## src/rtl/tkef_pkg.sv

```systemverilog
// Shared types and constants for the top-K edge filter.
package tkef_pkg;

    localparam int SCORE_W       = 16;
    localparam int NODE_W        = 12;
    localparam int CMD_W         = 2;
    localparam int K_W           = 4;
    localparam int PADDR_W       = 5;
    localparam int PDATA_W       = 32;
    localparam int DEF_MAX_NODES = 4096;
    localparam int DEF_MAX_K     = 8;

    localparam logic signed [SCORE_W-1:0] ONE_Q12 = 16'sd4096;

    localparam logic [CMD_W-1:0] CMD_RANK   = 2'd0;
    localparam logic [CMD_W-1:0] CMD_FILTER = 2'd1;
    localparam logic [CMD_W-1:0] CMD_CLEAR  = 2'd2;
    localparam logic [CMD_W-1:0] CMD_UNUSED = 2'd3;

    localparam logic [2:0] REG_MIN_FIRST_EN  = 3'd0;
    localparam logic [2:0] REG_MIN_FIRST     = 3'd1;
    localparam logic [2:0] REG_MIN_SECOND_EN = 3'd2;
    localparam logic [2:0] REG_MIN_SECOND    = 3'd3;
    localparam logic [2:0] REG_RANK_BOTH     = 3'd4;
    localparam logic [2:0] REG_RANK_EITHER   = 3'd5;
    localparam logic [2:0] REG_K_BOTH        = 3'd6;
    localparam logic [2:0] REG_K_EITHER      = 3'd7;

    typedef struct packed {
        logic                      min_first_enable;
        logic signed [SCORE_W-1:0] min_first_score;
        logic                      min_second_enable;
        logic signed [SCORE_W-1:0] min_second_score;
        logic                      rank_both_enable;
        logic                      rank_either_enable;
        logic [K_W-1:0]            k_for_both;
        logic [K_W-1:0]            k_for_either;
    } cfg_t;

    typedef enum logic [2:0] {
        ST_CLEAR,
        ST_IDLE,
        ST_RANK_RD,
        ST_RANK_WA,
        ST_RANK_WB,
        ST_FILT_RD,
        ST_FILT_EV
    } state_t;

endpackage

```

## src/rtl/tkef_row_update.sv

```systemverilog
// Inserts one score into a node row kept in descending order.
module tkef_row_update
    import tkef_pkg::*;
#(
    parameter int MAX_K = DEF_MAX_K
) (
    input  logic [$clog2(MAX_K+1)+MAX_K*SCORE_W-1:0] row_in,
    input  logic signed [SCORE_W-1:0]                score,
    output logic [$clog2(MAX_K+1)+MAX_K*SCORE_W-1:0] row_out
);

    localparam int CW = $clog2(MAX_K + 1);

    logic [CW-1:0] n;
    logic [MAX_K-1:0] hold;

    assign n = row_in[CW-1:0];
    assign row_out[CW-1:0] = (n == CW'(MAX_K)) ? n : n + CW'(1);

    // A lane holds its value when it is occupied and not below the new score.
    // The first lane that does not hold takes the score; later lanes shift down.
    for (genvar i = 0; i < MAX_K; i++)
    begin : g_lane
        logic signed [SCORE_W-1:0] old_v;
        logic prev_hold;
        assign old_v = row_in[CW+i*SCORE_W +: SCORE_W];
        assign hold[i] = (CW'(i) < n) && (old_v >= score);
        if (i == 0)
        begin : g_first
            assign prev_hold = 1'b1;
            assign row_out[CW +: SCORE_W] = hold[0] ? old_v : score;
        end
        else
        begin : g_rest
            assign prev_hold = hold[i-1];
            assign row_out[CW+i*SCORE_W +: SCORE_W] =
                hold[i] ? old_v :
                (prev_hold ? score : row_in[CW+(i-1)*SCORE_W +: SCORE_W]);
        end
    end

endmodule

```

## config.mk

```make
export PLATFORM = sky130hd
export DESIGN_NAME = tkef_row_update
export DESIGN_NICKNAME = d
export VERILOG_FILES = /design/src/rtl/tkef_pkg.sv /design/src/rtl/tkef_row_update.sv
export SDC_FILE = /design/constraint.sdc
export NUM_CORES = 1
export LEC_CHECK = 0
export ABC_AREA = 0
export BUFFER_PORTS_ARGS = -buffer_cell sky130_fd_sc_hd__buf_2
export CAP_MARGIN = 40
export CORE_UTILIZATION = 40
export DETAILED_ROUTE_END_ITERATION = 8
export GPL_TIMING_DRIVEN = 0
export PLACE_DENSITY = 0.8
export SYNTH_ARGS = -nofsm -noshare
export SYNTH_HDL_FRONTEND = slang
export SYNTH_SLANG_ARGS = --single-unit
```

## constraint.sdc

```tcl
create_clock -name vclk -period 4.9
set_input_delay 1.225 -clock vclk [all_inputs]
set_output_delay 1.225 -clock vclk [all_outputs]
set_load 0.02 [all_outputs]
```

======== Word level (Yosys, flattened, before mapping) ========
Index checks and enable logic that the tools add are counted.
Widths: inputs -> output; s select.
storage, ports and cells
  register bits ........................... 0
  input port bits ......................... 148
  output and inout bits ................... 132
  word-level logic and storage cells ...... 42
cells by class
  $add $sub $neg .......................... 1
  $lt $le $gt $ge ......................... 16
  eq/ne operators ......................... 1
  mux-type cells .......................... 16
  reduce and logical (&&, ||, !) cells .... 8
operator list
  kind                 number
  $mux 16              15
  $ge 16x16->1         8
  $lt 3x4->1 const A   4
  $logic_and 1x1->1    8
  $lt 1x4->1 const A   2
  $lt 2x4->1 const A   2
  $add 4x1->4 const B  1
  $eq 4x4->1 const B   1
  $mux 4               1

======== Logic depth before layout (Yosys ltp) ========
  depth after elaboration ................. 4
  mapped depth ............................ 13
  gate-level depth less buffers ........... 8

======== Least setup slack after synthesis ========
OpenSTA, ideal clock, no wires.
  kind .................................... input port to output port
  start point ............................. in score[15]
  end point ............................... out row_out[41]
  arrival ................................. 4.002 ns
  data required time ...................... 3.675 ns
  path slack .............................. -0.327 ns
  stages on the path ...................... 11
  cells stage by stage .................... clkbuf_1 -> inv_1 -> ha_1 -> buf_1 -> a21oi_1 -> o21ai_0 -> a21o_1 -> nor3_2 -> buf_2 -> mux2_2 -> a41oi_1
between the ends
  word-level cells in the longest chain between the ends .. 4
  elaborated cells between the ends (all ways) .. 6
RTL lines
  what                line                   text
  start: declaration  tkef_row_update.sv:8   input logic signed [SCORE_W-1:0] score,
  $ge 16x16->1        tkef_row_update.sv:27  assign hold[i] = (CW'(i) < n) && (old_v >= score);
  $logic_and 1x1->1   tkef_row_update.sv:27
  $mux 16             tkef_row_update.sv:38  (prev_hold ? score : row_in[CW+(i-1)*SCORE_W +: SCORE_W]);
  $mux 16 (*)         tkef_row_update.sv:37  hold[i] ? old_v :
  end: declaration    tkef_row_update.sv:9   output logic [$clog2(MAX_K+1)+MAX_K*SCORE_W-1:0] row_out
Every way passes the cells marked *; elsewhere a longest branch is shown, timed or not.

======== Worst setup path after layout ========
  start point ............................. in score[7]
  end point ............................... out row_out[4]
between the ends
  word-level cells in the longest chain between the ends .. 3
RTL lines
  what               line                   text
  $ge 16x16->1       tkef_row_update.sv:27
  $logic_and 1x1->1  tkef_row_update.sv:27
  $mux 16            tkef_row_update.sv:31  assign row_out[CW +: SCORE_W] = hold[0] ? old_v : score;
Every way passes these cells.

==> results.cfg <==
[pwr]
seq_power_share_pct = 0
ir_drop_mv = 0.124
switching_share_pct = 58.6
p_comb_share_pct = 100.0
clkPwrFrac_pct = 0
powerDensity_nw_per_um2 = 182
p_leak_nw = 4.91
switching_power_mw = 1.27
intPower_uw = 895
power_mw = 2.16

[logic_synthesis]
synth_top_area_share_pct = 23.0
syn_inst = 1070
yosysWarnings = 0
synthesis.nets = 1348
synth_cell_types = 60
ys_seq_area_share_pct = 0
synth_area_leaders = ha_1 23%, nand3_1 8.2%, a21oi_1 8.0%, o21ai_0 7.7%, a31oi_1 5.9%
synth_top_area_cell = ha_1
syn_avg_cell_area_um2 = 6.60
netlist_area_um2 = 7060

[flow_run]
maxCapViolCount = 0

[critical_path]
critPathMaxFanout = 11
crit_end = row_out[4]
cp_cell_sequence = clkbuf_16 > inv_12 > ha_4 > nand4_1 > or4_4 > nand2_1 > and4b_4 > nor3_4 > buf_4 > buf_6 > mux2_2 > buf_2
crit_required_ns = 3.67
crit_slowest_cell = or4_4
crit_type = input pin to output port
setup.worst_path.end_class = output port
startpoint = score[7]
cp-start-kind = input pin
slowest_delay_ns = 0.56
cp.arrival_ns = 3.79

[timing]
rsz0062_at_grt = yes
final-max-slew-violation-count = 0
worstMarginPinSlew_ns = 0.808
setup_viol = 31
setup_ws_ns = -0.117
max_freq_mhz = 199
min_period_ns = 5.02
fin_crit_sh_pct = 102
hold_viol = 0
fin_setup_tns_ns = -0.836
relSlewSlack_pct = 46.1

[final_layout]
layout_common_cells = 210 x buf_2, 116 x nand3_1, 96 x ha_1
fin_nets = 1678
final_common_cell = buf_2
ff_latch_area_um2 = 0
num-clock-buffers = 0
area_growth_pct = 68.7
seq_cells = 0
design_area_um2 = 11900
fillers = 1313
layout-drive-gt1-share_pct = 44.8
post-route-util_pct = 69.1
antenna_cells = 0

[global_route]
grt_pass1_wl_um = 53800
grt_max_degree = 12
overflow = 0
grt_pass1_vias = 9412
grt_usage_pct = 38.6
antenna_found_initial = 0

[detailed_routing]
routed_via_density = 6.85
wl_per_cell_um = 24.9
vias = 11113
drt_iter0_drc = 1739
finalWirelength_um = 40500
remaining_drc_errors = 0
dr.pass1.iters = 7
ant_nets = 0

[hold_path]
min_delay_path_depth = 3
worstHoldStart = row_in[0]
holdCritPathClass = input pin to output port

[die]
dieHeight_um = 135
boundaryPins = 280
row_count = 48
die_area_um2 = 18200
die_w_um = 135
core-area_um2 = 17200
start_util_pct = 41.0

[placement]
post-dp-hpwl_um = 27300
routabilityCongestion = 1.00
preCtsSetupSlack_ns = -0.918
port_buffers = 263
dpl_cell_area_um2 = 9280

[cts]
cts_hold_buf = 0

[outcome]
status = complete, but fails checks
violations = setup timing
==> cells by family (layout without fill, tap and decap cells) <==
| kind of cell | Yosys count | in the layout | synth area share [%] |
|---|---|---|---|
| and+or+nand+nor | 356 | 356 | 26.6 |
| adders and majority gates | 130 | 130 | 23.0 |
| AOI/OAI and AO/OA | 393 | 393 | 34.0 |
| buffers and inverters | 140 | 468 | 8.08 |
| muxes | 49 | 49 | 8.05 |
| xor gates and xnor gates | 2 | 2 | 0.248 |
==> layer usage <==
metal,GRT usage (%),up-vias,part of all wire [%]
li1,-,4836,-
met3,6.04,241,13
met5,0,-,0
met1,51.3,5076,37
met4,21.8,0,7.2
met2,59.1,960,42
==> synth_stat cells, types with 19 or more instances <==
| cell type | number |
|---|---|
| nor2_1 | 49 |
| mux2_2 | 22 |
| o21ai_0 | 108 |
| or3_1 | 19 |
| nand2_1 | 53 |
| ha_1 | 130 |
| o211ai_1 | 24 |
| nor4_1 | 20 |
| inv_1 | 34 |
| nand4_1 | 29 |
| clkbuf_1 | 94 |
| a31oi_1 | 67 |
| nand3_1 | 116 |
| o31a_1 | 20 |
| a21oi_1 | 113 |
==> power groups by stage <==
stage	Clock (mW)	Sequential (mW)	Combinational [mW]
after floorplan	0	0	1.15
after global placement	0	0	1.67
after detailed placement	0	0	1.68
after CTS	0	0	1.87
after global routing	0	0	2.26
final	0	0	2.16
==> critical path, delay by kind of cell <==
| kind | cells | cell delay, ns |
|---|---|---|
| fa+ha+maj | 1 | 0.28 |
| buf+inv | 5 | 0.67 |
| mux | 1 | 0.39 |
| simple gates | 5 | 1.20 |
==> metrics by stage <==
step	hold WS, ns	std cells
after floorplan	2.59	1070
after global placement	2.79	1558
after detailed placement	2.79	1558
after CTS	2.80	1573
after global routing	2.82	1623
final	2.80	1623
==> worst min path at each step <==
| stage | slack [ns] | to |
|---|---|---|
| 2_1_floorplan | 2.59 | row_out[0] |
| 5_1_grt | 2.82 | row_out[0] |
| 6_report | 2.80 | row_out[0] |
| 3_3_place_gp | 2.79 | row_out[0] |
| 4_1_cts | 2.80 | row_out[0] |
| 3_5_place_dp | 2.79 | row_out[0] |
==> timing repair <==
| action | CTS | global route |
|---|---|---|
| buffers inserted | 20 | 48 |
| gates cloned | 2 | 6 |
| pin swaps | 18 | 49 |
| setup endpoints to repair | 128 | 127 |
| gates resized for setup | 266 | 270 |
==> final cells by class <==
class,count,area (um^2),share of cell area [%]
Timing Repair Buffer,336,2210,18.6
Tap cell,225,282,2.36
Buffer,95,917,7.70
Multi-Input combinational cell,930,8080,67.8
Timing Repair inverter,2,22.5,0.189
Inverter,35,397,3.33
(Power assumes the default switching activity.)
