File: config.mk
export PLATFORM = sky130hd
export DESIGN_NAME = tkef_cfg
export DESIGN_NICKNAME = d
export VERILOG_FILES = /design/src/rtl/tkef_pkg.sv /design/src/rtl/tkef_cfg.sv
export SDC_FILE = /design/constraint.sdc
export NUM_CORES = 1
export LEC_CHECK = 0
export BUFFER_PORTS_ARGS = -buffer_cell sky130_fd_sc_hd__buf_2
export CAP_MARGIN = 20
export CORE_UTILIZATION = 45
export DETAILED_ROUTE_END_ITERATION = 16
export PLACE_DENSITY = 0.8
export SLEW_MARGIN = 15
export SYNTH_ARGS = -nofsm -noshare
export SYNTH_HDL_FRONTEND = slang
export SYNTH_SLANG_ARGS = --single-unit
File: constraint.sdc
create_clock -name clk -period 2 [get_ports clk]
set_input_delay 0.2 -clock clk [delete_from_list [all_inputs] [get_ports clk]]
set_output_delay 0.2 -clock clk [all_outputs]
set_load 0.1 [all_outputs]
File: src/rtl/tkef_pkg.sv
// Shared types and constants for the top-K edge filter.
package tkef_pkg;

    localparam int SCORE_W       = 16;
    localparam int NODE_W        = 12;
    localparam int CMD_W         = 2;
    localparam int K_W           = 4;
    localparam int PADDR_W       = 5;
    localparam int PDATA_W       = 32;
    localparam int DEF_MAX_NODES = 4096;
    localparam int DEF_MAX_K     = 8;

    localparam logic signed [SCORE_W-1:0] ONE_Q12 = 16'sd4096;

    localparam logic [CMD_W-1:0] CMD_RANK   = 2'd0;
    localparam logic [CMD_W-1:0] CMD_FILTER = 2'd1;
    localparam logic [CMD_W-1:0] CMD_CLEAR  = 2'd2;
    localparam logic [CMD_W-1:0] CMD_UNUSED = 2'd3;

    localparam logic [2:0] REG_MIN_FIRST_EN  = 3'd0;
    localparam logic [2:0] REG_MIN_FIRST     = 3'd1;
    localparam logic [2:0] REG_MIN_SECOND_EN = 3'd2;
    localparam logic [2:0] REG_MIN_SECOND    = 3'd3;
    localparam logic [2:0] REG_RANK_BOTH     = 3'd4;
    localparam logic [2:0] REG_RANK_EITHER   = 3'd5;
    localparam logic [2:0] REG_K_BOTH        = 3'd6;
    localparam logic [2:0] REG_K_EITHER      = 3'd7;

    typedef struct packed {
        logic                      min_first_enable;
        logic signed [SCORE_W-1:0] min_first_score;
        logic                      min_second_enable;
        logic signed [SCORE_W-1:0] min_second_score;
        logic                      rank_both_enable;
        logic                      rank_either_enable;
        logic [K_W-1:0]            k_for_both;
        logic [K_W-1:0]            k_for_either;
    } cfg_t;

    typedef enum logic [2:0] {
        ST_CLEAR,
        ST_IDLE,
        ST_RANK_RD,
        ST_RANK_WA,
        ST_RANK_WB,
        ST_FILT_RD,
        ST_FILT_EV
    } state_t;

endpackage

File: src/rtl/tkef_cfg.sv
// Configuration register file behind the APB-style port.
module tkef_cfg
    import tkef_pkg::*;
(
    input  logic               clk,
    input  logic               rst_n,
    input  logic               psel,
    input  logic               penable,
    input  logic               pwrite,
    input  logic [PADDR_W-1:0] paddr,
    input  logic [PDATA_W-1:0] pwdata,
    output logic [PDATA_W-1:0] prdata,
    output logic               pready,
    output cfg_t               cfg
);

    cfg_t cfg_reg;
    cfg_t cfg_next;
    logic [2:0] idx;

    assign idx    = paddr[PADDR_W-1:2];
    assign pready = 1'b1;
    assign cfg    = cfg_reg;

    always_comb
    begin
        cfg_next = cfg_reg;
        if (psel && penable && pwrite)
        begin
            unique case (idx)
                REG_MIN_FIRST_EN:  cfg_next.min_first_enable   = pwdata[0];
                REG_MIN_FIRST:     cfg_next.min_first_score    = pwdata[SCORE_W-1:0];
                REG_MIN_SECOND_EN: cfg_next.min_second_enable  = pwdata[0];
                REG_MIN_SECOND:    cfg_next.min_second_score   = pwdata[SCORE_W-1:0];
                REG_RANK_BOTH:     cfg_next.rank_both_enable   = pwdata[0];
                REG_RANK_EITHER:   cfg_next.rank_either_enable = pwdata[0];
                REG_K_BOTH:        cfg_next.k_for_both         = pwdata[K_W-1:0];
                REG_K_EITHER:      cfg_next.k_for_either       = pwdata[K_W-1:0];
                default:           cfg_next = cfg_reg;
            endcase
        end
    end

    always_comb
    begin
        unique case (idx)
            REG_MIN_FIRST_EN:  prdata = PDATA_W'(cfg_reg.min_first_enable);
            REG_MIN_FIRST:     prdata = PDATA_W'(cfg_reg.min_first_score);
            REG_MIN_SECOND_EN: prdata = PDATA_W'(cfg_reg.min_second_enable);
            REG_MIN_SECOND:    prdata = PDATA_W'(cfg_reg.min_second_score);
            REG_RANK_BOTH:     prdata = PDATA_W'(cfg_reg.rank_both_enable);
            REG_RANK_EITHER:   prdata = PDATA_W'(cfg_reg.rank_either_enable);
            REG_K_BOTH:        prdata = PDATA_W'(cfg_reg.k_for_both);
            REG_K_EITHER:      prdata = PDATA_W'(cfg_reg.k_for_either);
            default:           prdata = '0;
        endcase
    end

    always_ff @(posedge clk or negedge rst_n)
    begin
        if (!rst_n)
        begin
            cfg_reg <= '0;
        end
        else
        begin
            cfg_reg <= cfg_next;
        end
    end

endmodule

Yosys cells after proc, flatten, opt, wreduce, memory -nomap -nowiden. Index checks and enable logic that the tools add are counted. Widths: inputs -> output; s select.

Register bits after elaboration: 44. Latch bits: 0. Bits in writable memories: 0. Memory bits (read-only): 0. Output and inout bits: 77. Word-level logic and storage cells: 27. Memories kept: 0.

Add/subtract/negate cells: 0. Multiply operators: 0. Divide/modulo/power cells: 0. $lt $le $gt $ge: 0. Equal/unequal tests: 7. Shifts and indexed selects: 0. Mux-type cells: 1. Bitwise gates (word level): 0. Reduce and logical (&&, ||, !) cells: 11.

Operators with widths (count): $pmux 32 s8 (1); $reduce_and 2->1 (8); $eq 3x3->1 const B (4); $eq 3x2->1 const B (2); $eq 3x1->1 const B (1); $logic_not 3->1 (1); $logic_and 1x1->1 (2).

Longest topological paths before layout. Gate-level depths: netlist of the first run.

Depth after elaboration: 3. Depth in mapped cells: 5. Mapped depth without buffers: 3.

Worst setup path after synthesis of the first run. OpenSTA, ideal clock, no wires.

Path kind: register to output. Start: reg cfg_reg (netlist bit cfg[25]). End: out prdata[16]. Arrival: 3391 ps. Required time: 1800 ps. Slack: -1591 ps. Stages on the path, launching flop included: 4. Buffers on the path: 1. Cells stage by stage: dfrtp_1 -> mux2i_1 -> nor2_1 -> buf_4.

Longest elaborated chain between the ends: 1.

Ends and longest elaborated chain: from (decl) (RTL line tkef_cfg.sv:17) `cfg_t cfg_reg;`; from (signal assigned) (RTL line tkef_cfg.sv:67) `cfg_reg <= cfg_next;`; $pmux 32 s8 (RTL line tkef_cfg.sv:46) `unique case (idx)`; to (decl) (RTL line tkef_cfg.sv:12) `output logic [PDATA_W-1:0] prdata,`.

No other way between the ends.

Final worst setup path of the first run.
Start: reg cfg_reg (netlist bit cfg[10]). End: out prdata[0].

The elaborated chain is that of the path after synthesis.

==> out/metrics.cfg, run 1 <==
[run_status]
status=finished clean

[critical_path]
cp.required_ns=1.80
startpoint_type=flop
critPathKind=flop to primary output
cp.arrival_ns=1.66
path_max_fanout=3
regToRegStartpoint=cfg[42]$_DFFE_PN0P_
startpoint=cfg[10]$_DFFE_PN0P_
crit_path_end_kind=primary output

[sta]
slew_headroom_pct=62.8
hold_violations=0
holdWs_ns=0.148
setup_viol=0
clock_skew_ns=0
slew_violations=0
fin_crit_ns=1.86
rsz0062_at_grt=no
timing_worst_slew_pin_value_ns=0.558
finalCritPeriodShare_pct=93.0
fmax_mhz=538

[finish]
fin_nets=301
diodes=0
finalNonFillerCells=327
nFillCells=346
layout_commonest_cell=buf_2
area_growth_pct=48.6
utilization_pct=70.9
drive_above_1_share_pct=72.7
final_cell_mix=buf_2 (68), mux2_2 (36), dfrtp_1 (33)
stdcell_area_um2=3410
largest_reg_flops=44

[floorplan]
num_rows=25
floorplan.initialDensity_pct=47.7
io_pins=119
die_height_um=73.5
dieWidth_um=73.5
dieArea_um2=5390
core_area_um2=4820

[global_route]
antenna_found_initial=0
grt_util_all_layers_pct=20.3
grt_max_degree=26
grt_pass1_wl_mm=8.14
grt-ovfl-total=0
grt_pass1_vias=1718

[placed_design]
dp_hpwl_mm=4.09
port_buffers=99
place_congestion=0.788
numPlacedInstances=318
placed_area_um2=3320

[clock_network]
path_clk_slew_ns=0.08
worst_skew_pair.late_latency_ns=0.29
ctsRootBufferMaster=clkbuf_8
ctsResizeCount=0
numCtsBuffers=5
cts.sink_count=44
cts_max_path_buffers=2
tritoncts=yes
htree_levels=2

[pwr]
power.density_nw_per_um2=1260
peakVddDrop_mv=0.894
leakagePower_nw=1.63
power_w=0.00430

[route]
drtAntennaViolNets=0
routed.top_layer=met4
wl_per_cell_um=16.5
num_vias=1666
viasPerCell=5.09
route.met2.wl_mm=2.79
drc_errors=0
drtPass1Iterations=5
routed-wl-met3_um=406
first_iter_violations=33
wl_met1_mm=2.13
finalWirelength_mm=5.41

[synth]
ys_types=26
synth_area_leaders=dfrtp_1 (48%), mux2_2 (18%), mux2i_1 (7.8%)
synth_top_area_share_pct=47.9
synthCells=173
yosysSeqAreaShare_pct=47.9
synth_top_cell_by_area=dfrtp_1
synth_area_per_cell_um2=13.3
ys_ff_latch=44
netlist_area_um2=2300
syn_nets=215
synth_warnings=0

[hold_path]
hold_class=input pin to flop
min_from=pwdata[8]

[run]
cap_violations=0

-- cell usage after synthesis --
master / count
buf_6: 2
nand4b_1: 1
inv_1: 1
mux2_2: 36
a41oi_1: 1
nor3_1: 2
buf_4: 18
mux2i_1: 18
nor4_1: 1
nand2b_1: 2
buf_2: 4
buf_1: 1
nor2_8: 2
dfrtp_1: 44
nand3b_1: 1
o21ai_0: 1
mux2_4: 10
nand2_1: 2
o22ai_1: 3
o211ai_1: 1
nand4b_4: 1
nand4_4: 1
conb_1: 1
nor2_1: 17
buf_12: 1
a21bo_2: 1
-- cell families after synthesis --
logic type | count (synthesis) | synth area share [%]
mux | 64 | 32.0
flops | 44 | 47.9
simple gates | 30 | 8.77
buf+inv | 27 | 8.93
compound gates | 7 | 2.18
other cells | 1 | 0.163
-- through the flow --
stage          setup slack [ns]  setup TNS [ns]
2_1_floorplan            -0.194           -3.51
3_3_place_gp              0.282               0
3_5_place_dp              0.257               0
4_1_cts                   0.128               0
5_1_grt                  0.0837               0
6_report                  0.141               0
-- final timing paths --
kind	to	slack (ns)	cells after the start
max in group asynchronous	cfg[37]$_DFFE_PN0P_	0.89	3
setup / recovery	prdata[0]	0.14	4
setup reg to reg	cfg[42]$_DFFE_PN0P_	1.11	1
min in group asynchronous	cfg[5]$_DFFE_PN0P_	0.44	2
hold reg to reg	cfg[26]$_DFFE_PN0P_	0.53	1
hold / removal	cfg[35]$_DFFE_PN0P_	0.15	2
-- timing repair --
action,4_1_cts,5_1_grt
endpoints found under the hold margin,24,0
hold buffers,1,0
setup buffers,0,0
-- area by class of cell --
class	count	area, um^2	share of cell area (%)
clock buffers	8	80.1	2.35
inverters	1	3.75	0.110
multi-input cells	102	1110	32.4
flip-flops and latches	44	1120	32.8
well taps	67	83.8	2.46
repair buffers	105	1020	29.9
-- power breakdown --
| group | switching (W) | internal (W) | total [W] |
|---|---|---|---|
| Combinational | 0.00200 | 0.000551 | 0.00255 |
| Clock | 0.000281 | 0.000248 | 0.000530 |
| Sequential | 0.000145 | 0.00108 | 0.00122 |
| Total | 0.00242 | 0.00188 | 0.00430 |
-- per-layer routing --
metal	up-vias	track usage (%)
li1	763	-
met1	820	24.1
met2	75	33.9
met3	8	7.00
met4	0	7.69
met5	-	0
-- worst max-delay path, cell delays in order (launching register included) --
cell and delay, ns:
dfrtp_2 0.41, mux2_2 0.26, o211ai_1 0.24, a41oi_4 0.13
buf_2 0.32
No activity file was read; power rests on OpenSTA's default activity.
==> inputs of run 2 (changes only) <==
--- a/config.mk
+++ b/config.mk
@@ -10,6 +10,8 @@
 export CORE_UTILIZATION = 45
 export DETAILED_ROUTE_END_ITERATION = 16
 export PLACE_DENSITY = 0.8
+export REMOVE_ABC_BUFFERS = 1
+export SKIP_LAST_GASP = 1
 export SLEW_MARGIN = 15
 export SYNTH_ARGS = -nofsm -noshare
 export SYNTH_HDL_FRONTEND = slang
==> run 2 against run 1 <==
  * Non-clock buffer count rose by 1
  * Critical path depth unchanged
  * Core utilization decreased by 2.7 points
  * Critical path type unchanged
  * Sequential share of layout area increased by 0.72 points
  * Flip-flop and latch count unchanged
  * Largest cell class unchanged
  * Count of clock-buffer cells in the layout is 2 lower
  * Setup slack better by 0.081 ns
  * Clock skew unchanged
==> out/metrics.cfg, run 2 (synthesis gave the netlist of run 1 again) <==
[run_status]
status=finished clean  ; unchanged

[global_route]
grt_util_all_layers_pct=20.1  ; was 20.3%
grt_pass1_wl_mm=8.09  ; was 8.14 mm
antenna_found_initial=0  ; unchanged
grt_max_degree=45  ; was 26
grt_pass1_vias=1553  ; was 1718
grt-ovfl-total=0  ; unchanged

[sta]
rsz0062_at_grt=no  ; unchanged
timing_worst_slew_pin_value_ns=0.552  ; was 0.558 ns
fin_crit_ns=1.78  ; was 1.86 ns
slew_violations=0  ; unchanged
clock_skew_ns=0  ; unchanged
fmax_mhz=562  ; was 538 MHz
setup_viol=0  ; unchanged
finalCritPeriodShare_pct=88.9  ; was 93.0%
hold_violations=0  ; unchanged
slew_headroom_pct=63.2  ; was 62.8%
tns_ns=0  ; unchanged

[clock_network]
worst_skew_pair.late_latency_ns=0.29  ; about the same
post-cts-setup-buffers=0  ; unchanged
cts_max_path_buffers=2  ; unchanged
path_clk_slew_ns=0.08  ; about the same
tritoncts=yes  ; unchanged
numCtsBuffers=5  ; unchanged
htree_levels=2  ; unchanged
cts.sink_count=44  ; unchanged
ctsRootBufferMaster=clkbuf_8  ; unchanged

[finish]
finalNonFillerCells=327  ; unchanged
layout_commonest_cell=buf_2  ; unchanged
multi_input_area_um2=991  ; was 1110 um^2
area_growth_pct=43.0  ; was 48.6%
diodes=0  ; unchanged
largest_reg_flops=44  ; unchanged
final_cell_mix=buf_2 (68), dfrtp_1 (44), mux2_2 (36)  ; was buf_2 (68), mux2_2 (36), dfrtp_1 (33)
fin_nets=302  ; was 301
nFillCells=383  ; was 346
drive_above_1_share_pct=62.3  ; was 72.7%
regArea_um2=1100  ; was 1120 um^2

[placed_design]
place_congestion=0.807  ; was 0.788
numPlacedInstances=319  ; was 318
dp_hpwl_mm=3.73  ; was 4.09 mm
port_buffers=99  ; unchanged

[floorplan]
dieWidth_um=73.5  ; unchanged
die_height_um=73.5  ; unchanged
io_pins=119  ; unchanged
floorplan.initialDensity_pct=47.7  ; unchanged
num_rows=25  ; unchanged
dieArea_um2=5390  ; unchanged
core_area_um2=4820  ; unchanged

[critical_path]
reg2reg_slack_ns=1.20  ; was 1.11 ns
ff2ff_path_depth=1  ; unchanged
r2r_end=cfg[32]$_DFFE_PN0P_  ; was cfg[42]$_DFFE_PN0P_
startpoint_type=flop  ; unchanged
crit_path_end_kind=primary output  ; unchanged
critPathKind=flop to primary output  ; unchanged
regToRegStartpoint=cfg[32]$_DFFE_PN0P_  ; was cfg[42]$_DFFE_PN0P_
cp.required_ns=1.80  ; about the same
cp.arrival_ns=1.58  ; was 1.66 ns
path_max_fanout=3  ; unchanged

[route]
viasPerCell=5.05  ; was 5.09
drtPass1Iterations=2  ; was 5
num_vias=1650  ; was 1666
finalWirelength_mm=5.03  ; was 5.41 mm
wl_per_cell_um=15.4  ; was 16.5 um
drc_errors=0  ; unchanged
first_iter_violations=88  ; was 33
drtAntennaViolNets=0  ; unchanged

[hold_path]
hold_class=input pin to flop  ; unchanged
min_path_cells=2  ; unchanged
hold_end=cfg[35]$_DFFE_PN0P_  ; unchanged
min_from=pwdata[8]  ; unchanged

[pwr]
switching_share_pct=56.3  ; was 56.4%
p_switching_w=0.00236  ; was 0.00242 W
seq_power_share_pct=28.6  ; was 28.4%
cell_internal_pwr_w=0.00183  ; was 0.00188 W
power.density_nw_per_um2=1270  ; was 1260 nW/um^2
clkPwrFrac_pct=12.3  ; about the same
pwr-share-comb_pct=59.1  ; was 59.3%
leakagePower_nw=1.65  ; was 1.63 nW
peakVddDrop_mv=0.883  ; was 0.894 mV

[run]
cap_violations=0  ; unchanged

==> run 2: cell count changes in the layout (fill, tap and decap cells not counted), moves of 2 or more <==
cell / before / now
o22ai_4: 3 / 0
dfrtp_1: 33 / 44
nor2_2: 10 / 0
dfrtp_4: 2 / 0
nor2_4: 2 / 0
nor2_1: 5 / 17
o22ai_1: 0 / 3
clkbuf_1: 3 / 1
dfrtp_2: 9 / 0
==> run 2: layout make-up <==
cell class | instances | share of cell area [%]
clock inverters | 1 | 0.152
repair buffers | 106 | 31.3
well taps | 67 | 2.55
clock buffers | 6 | 2.21
flip-flops and latches | 44 | 33.5
inverters | 1 | 0.114
multi-input cells | 102 | 30.2
==> run 2: power by group through the flow <==
stage                     Combinational (W)  Clock, W  Sequential [W]
after floorplan                    0.000647         0         0.00247
after global placement              0.00246         0         0.00121
after detailed placement            0.00249         0         0.00121
after CTS                           0.00249  0.000536         0.00120
after global routing                0.00254  0.000569         0.00123
final                               0.00248  0.000514         0.00120
==> run 2: worst max-delay path: stages (launching register included) <==
cell and delay (ns):
dfrtp_1 0.38, mux2_2 0.16, nand3b_1 0.08, a41oi_1 0.22, buf_2 0.46
==> run 2: worst max-delay path by stage <==
stage,startpoint,slack [ns],end,depth (start not counted)
after global placement,paddr[3],0.33,cfg[32]$_DFFE_PN0P_,5
after global routing,cfg[10]$_DFFE_PN0P_,0.15,prdata[0],4
after detailed placement,paddr[3],0.30,cfg[32]$_DFFE_PN0P_,5
final,cfg[26]$_DFFE_PN0P_,0.22,prdata[0],4
after CTS,cfg[10]$_DFFE_PN0P_,0.20,prdata[0],4
after floorplan,cfg[25]$_DFFE_PN0P_,-19.96,prdata[15],2
==> run 2: what timing repair did <==
action | CTS | global route
hold buffers | 1 | 0
resized for setup | 0 | 0
endpoints found under the hold margin | 38 | 0
==> run 2: metrics by stage <==
| step | area [um^2] | power, W | hold slack, ns | worst slack (ns) | util [%] |
|---|---|---|---|---|---|
| finish | 3290 | 0.00419 | 0.146 | 0.222 | 68.2 |
| global route | 3290 | 0.00434 | 0.137 | 0.148 | 68.2 |
| CTS | 3290 | 0.00422 | 0.136 | 0.202 | 68.2 |
| detailed placement | 3200 | 0.00370 | 0.311 | 0.300 | 66.4 |
| global placement | 3200 | 0.00367 | 0.303 | 0.331 | 66.4 |
| floorplan | 2100 | 0.00312 | -0.0956 | -19.96 | - |
==> run 2: layer usage <==
| metal | track usage [%] | share of wire, % | vias up |
|---|---|---|---|
| li1 | - | - | 758 |
| met1 | 26.3 | 45 | 819 |
| met4 | 6.41 | 1.2 | 0 |
| met3 | 5.21 | 6.1 | 6 |
| met2 | 32.7 | 48 | 67 |
| met5 | 0 | 0 | - |
==> inputs of run 3 (changes only) <==
--- a/config.mk
+++ b/config.mk
@@ -7,12 +7,14 @@
 export LEC_CHECK = 0
 export BUFFER_PORTS_ARGS = -buffer_cell sky130_fd_sc_hd__buf_2
 export CAP_MARGIN = 20
-export CORE_UTILIZATION = 45
+export CELL_PAD_IN_SITES_DETAIL_PLACEMENT = 2
+export CELL_PAD_IN_SITES_GLOBAL_PLACEMENT = 2
+export CORE_UTILIZATION = 27
 export DETAILED_ROUTE_END_ITERATION = 16
-export PLACE_DENSITY = 0.8
+export PLACE_DENSITY_LB_ADDON = 0.1
 export REMOVE_ABC_BUFFERS = 1
 export SKIP_LAST_GASP = 1
-export SLEW_MARGIN = 15
+export SLEW_MARGIN = 20
 export SYNTH_ARGS = -nofsm -noshare
 export SYNTH_HDL_FRONTEND = slang
 export SYNTH_SLANG_ARGS = --single-unit
==> run 3 against run 2 <==
  * First-iteration DRC count is 82% lower
  * Die area is 65% higher
  * Worst hold slack better by 0.012 ns
  * Setup slack improved by 0.011 ns
==> out/metrics.cfg, run 3 (synthesis gave the netlist of run 1 again) <==
[run_status]
status=finished clean  ; unchanged

[finish]
layout_commonest_cell=buf_2  ; unchanged
largest_reg_flops=44  ; unchanged
fin_nets=305  ; was 302
area_growth_pct=47.3  ; was 43.0%
stdcell_area_um2=3380  ; was 3290 um^2
final_cell_mix=buf_2 (67), dfrtp_1 (44), mux2_2 (36)  ; was buf_2 (68), dfrtp_1 (44), mux2_2 (36)
drive_above_1_share_pct=62.5  ; was 62.3%
diodes=0  ; unchanged

[run]
cap_violations=0  ; unchanged

[clock_network]
tritoncts=yes  ; unchanged
path_clk_slew_ns=0.08  ; about the same
cts.sink_count=44  ; unchanged
numCtsBuffers=5  ; unchanged
htree_levels=2  ; unchanged
cts_max_path_buffers=2  ; unchanged
worst_skew_pair.late_latency_ns=0.28  ; was 0.29 ns
ctsResizeCount=0  ; unchanged
ctsRootBufferMaster=clkbuf_8  ; unchanged

[critical_path]
cp_cell_sequence=mux2_2 -> o211ai_1 -> a41oi_1 -> buf_12  ; was mux2_2 -> nand3b_1 -> a41oi_1 -> buf_2
cpMaxStageDelayCell=dfrtp_1  ; was buf_2
crit_path_end_kind=primary output  ; unchanged
path_max_fanout=3  ; unchanged
critical_path_buf_inv_count=1  ; unchanged
slowest_delay_ns=0.40  ; was 0.46 ns
cp_top_family=flip-flops  ; was buffers and inverters
cp.arrival_ns=1.57  ; was 1.58 ns
startpoint_type=flop  ; unchanged
critPathKind=flop to primary output  ; unchanged
cp.required_ns=1.80  ; about the same

[global_route]
grt_util_all_layers_pct=15.2  ; was 20.1%
grt_max_degree=19  ; was 45
antenna_found_initial=0  ; unchanged
grt_pass1_vias=1827  ; was 1553
grt_pass1_wl_mm=10.3  ; was 8.09 mm
grt-ovfl-total=0  ; unchanged

[pwr]
leakagePower_nw=1.67  ; was 1.65 nW
power_w=0.00428  ; was 0.00419 W
power.density_nw_per_um2=1270  ; about the same
peakVddDrop_mv=0.640  ; was 0.883 mV

[sta]
setup_viol=0  ; unchanged
fin_crit_ns=1.77  ; was 1.78 ns
finalCritPeriodShare_pct=88.4  ; was 88.9%
rsz0062_at_grt=no  ; unchanged
clock_skew_ns=0  ; unchanged
timing_worst_slew_pin_value_ns=0.502  ; was 0.552 ns
slew_headroom_pct=66.5  ; was 63.2%
hold_violations=0  ; unchanged
slew_violations=0  ; unchanged
fmax_mhz=566  ; was 562 MHz

[floorplan]
io_pins=119  ; unchanged
floorplan.initialDensity_pct=28.0  ; was 47.7%
num_rows=33  ; was 25
core_area_um2=8220  ; was 4820 um^2
dieArea_um2=8880  ; was 5390 um^2
dieWidth_um=94.2  ; was 73.5 um
die_height_um=94.2  ; was 73.5 um

[placed_design]
port_buffers=99  ; unchanged
dp_hpwl_mm=4.86  ; was 3.73 mm
placed_area_um2=3280  ; was 3200 um^2
place_congestion=0.666  ; was 0.807

[route]
finalWirelength_mm=6.31  ; was 5.03 mm
wl_per_cell_um=17.1  ; was 15.4 um
drc_errors=0  ; unchanged
viasPerCell=4.50  ; was 5.05
drtAntennaViolNets=0  ; unchanged
first_iter_violations=16  ; was 88
drtPass1Iterations=3  ; was 2
num_vias=1659  ; was 1650

[hold_path]
hold_class=input pin to flop  ; unchanged

[run 3: cell types whose count changed in the layout (fill, tap and decap cells not counted), sizes merged]
cell    before  now
buf        105  108
clkbuf       6    8
clkinv       1    0
[run 3: through the flow]
step / util [%] / std cells / setup slack [ns] / hold slack (ns) / TNS (ns)
after global placement: 40.0 / 360 / 0.350 / 0.0901 / 0
after global routing: 41.2 / 369 / 0.129 / 0.148 / 0
after floorplan: - / 147 / -19.96 / -0.0956 / -349.02
final: 41.2 / 369 / 0.232 / 0.157 / 0
after CTS: 41.2 / 369 / 0.206 / 0.146 / 0
after detailed placement: 40.0 / 360 / 0.353 / 0.100 / 0
[run 3: layer usage]
layer	global-route usage, %	vias up	part of all wire (%)
li1	-	766	-
met1	18.6	844	42
met2	27.1	47	53
met3	3.32	2	4.8
met4	3.08	0	0.49
met5	0	-	0
[run 3: layout make-up]
| type | count | area [um^2] |
|---|---|---|
| flip-flops and latches | 44 | 1100 |
| multi-input cells | 102 | 991 |
| well taps | 105 | 131 |
| fillers | 846 | 4830 |
| inverters | 1 | 3.75 |
| repair buffers | 109 | 1070 |
| clock buffers | 8 | 90.1 |
[run 3: worst paths after layout]
| path | end | cells after the start | start | slack, ns |
|---|---|---|---|---|
| setup / recovery | prdata[0] | 4 | cfg[10]$_DFFE_PN0P_ | 0.23 |
| hold / removal | cfg[14]$_DFFE_PN0P_ | 2 | pwdata[4] | 0.16 |
| setup reg to reg | cfg[35]$_DFFE_PN0P_ | 1 | cfg[35]$_DFFE_PN0P_ | 1.20 |
| hold reg to reg | cfg[4]$_DFFE_PN0P_ | 1 | cfg[4]$_DFFE_PN0P_ | 0.53 |
| max in group asynchronous | cfg[38]$_DFFE_PN0P_ | 3 | rst_n | 1.14 |
| min in group asynchronous | cfg[7]$_DFFE_PN0P_ | 2 | rst_n | 0.31 |
[run 3: report_power, final]
group	internal, W	switching, W	leakage (nW)
Combinational	0.000540	0.00197	1.06
Sequential	0.00106	0.000136	0.562
Clock	0.000282	0.000293	0.0455
[run 3: timing repair]
item	in CTS	in global routing
setup buffers	0	0
hold endpoints to repair	10	0
hold buffers	1	0
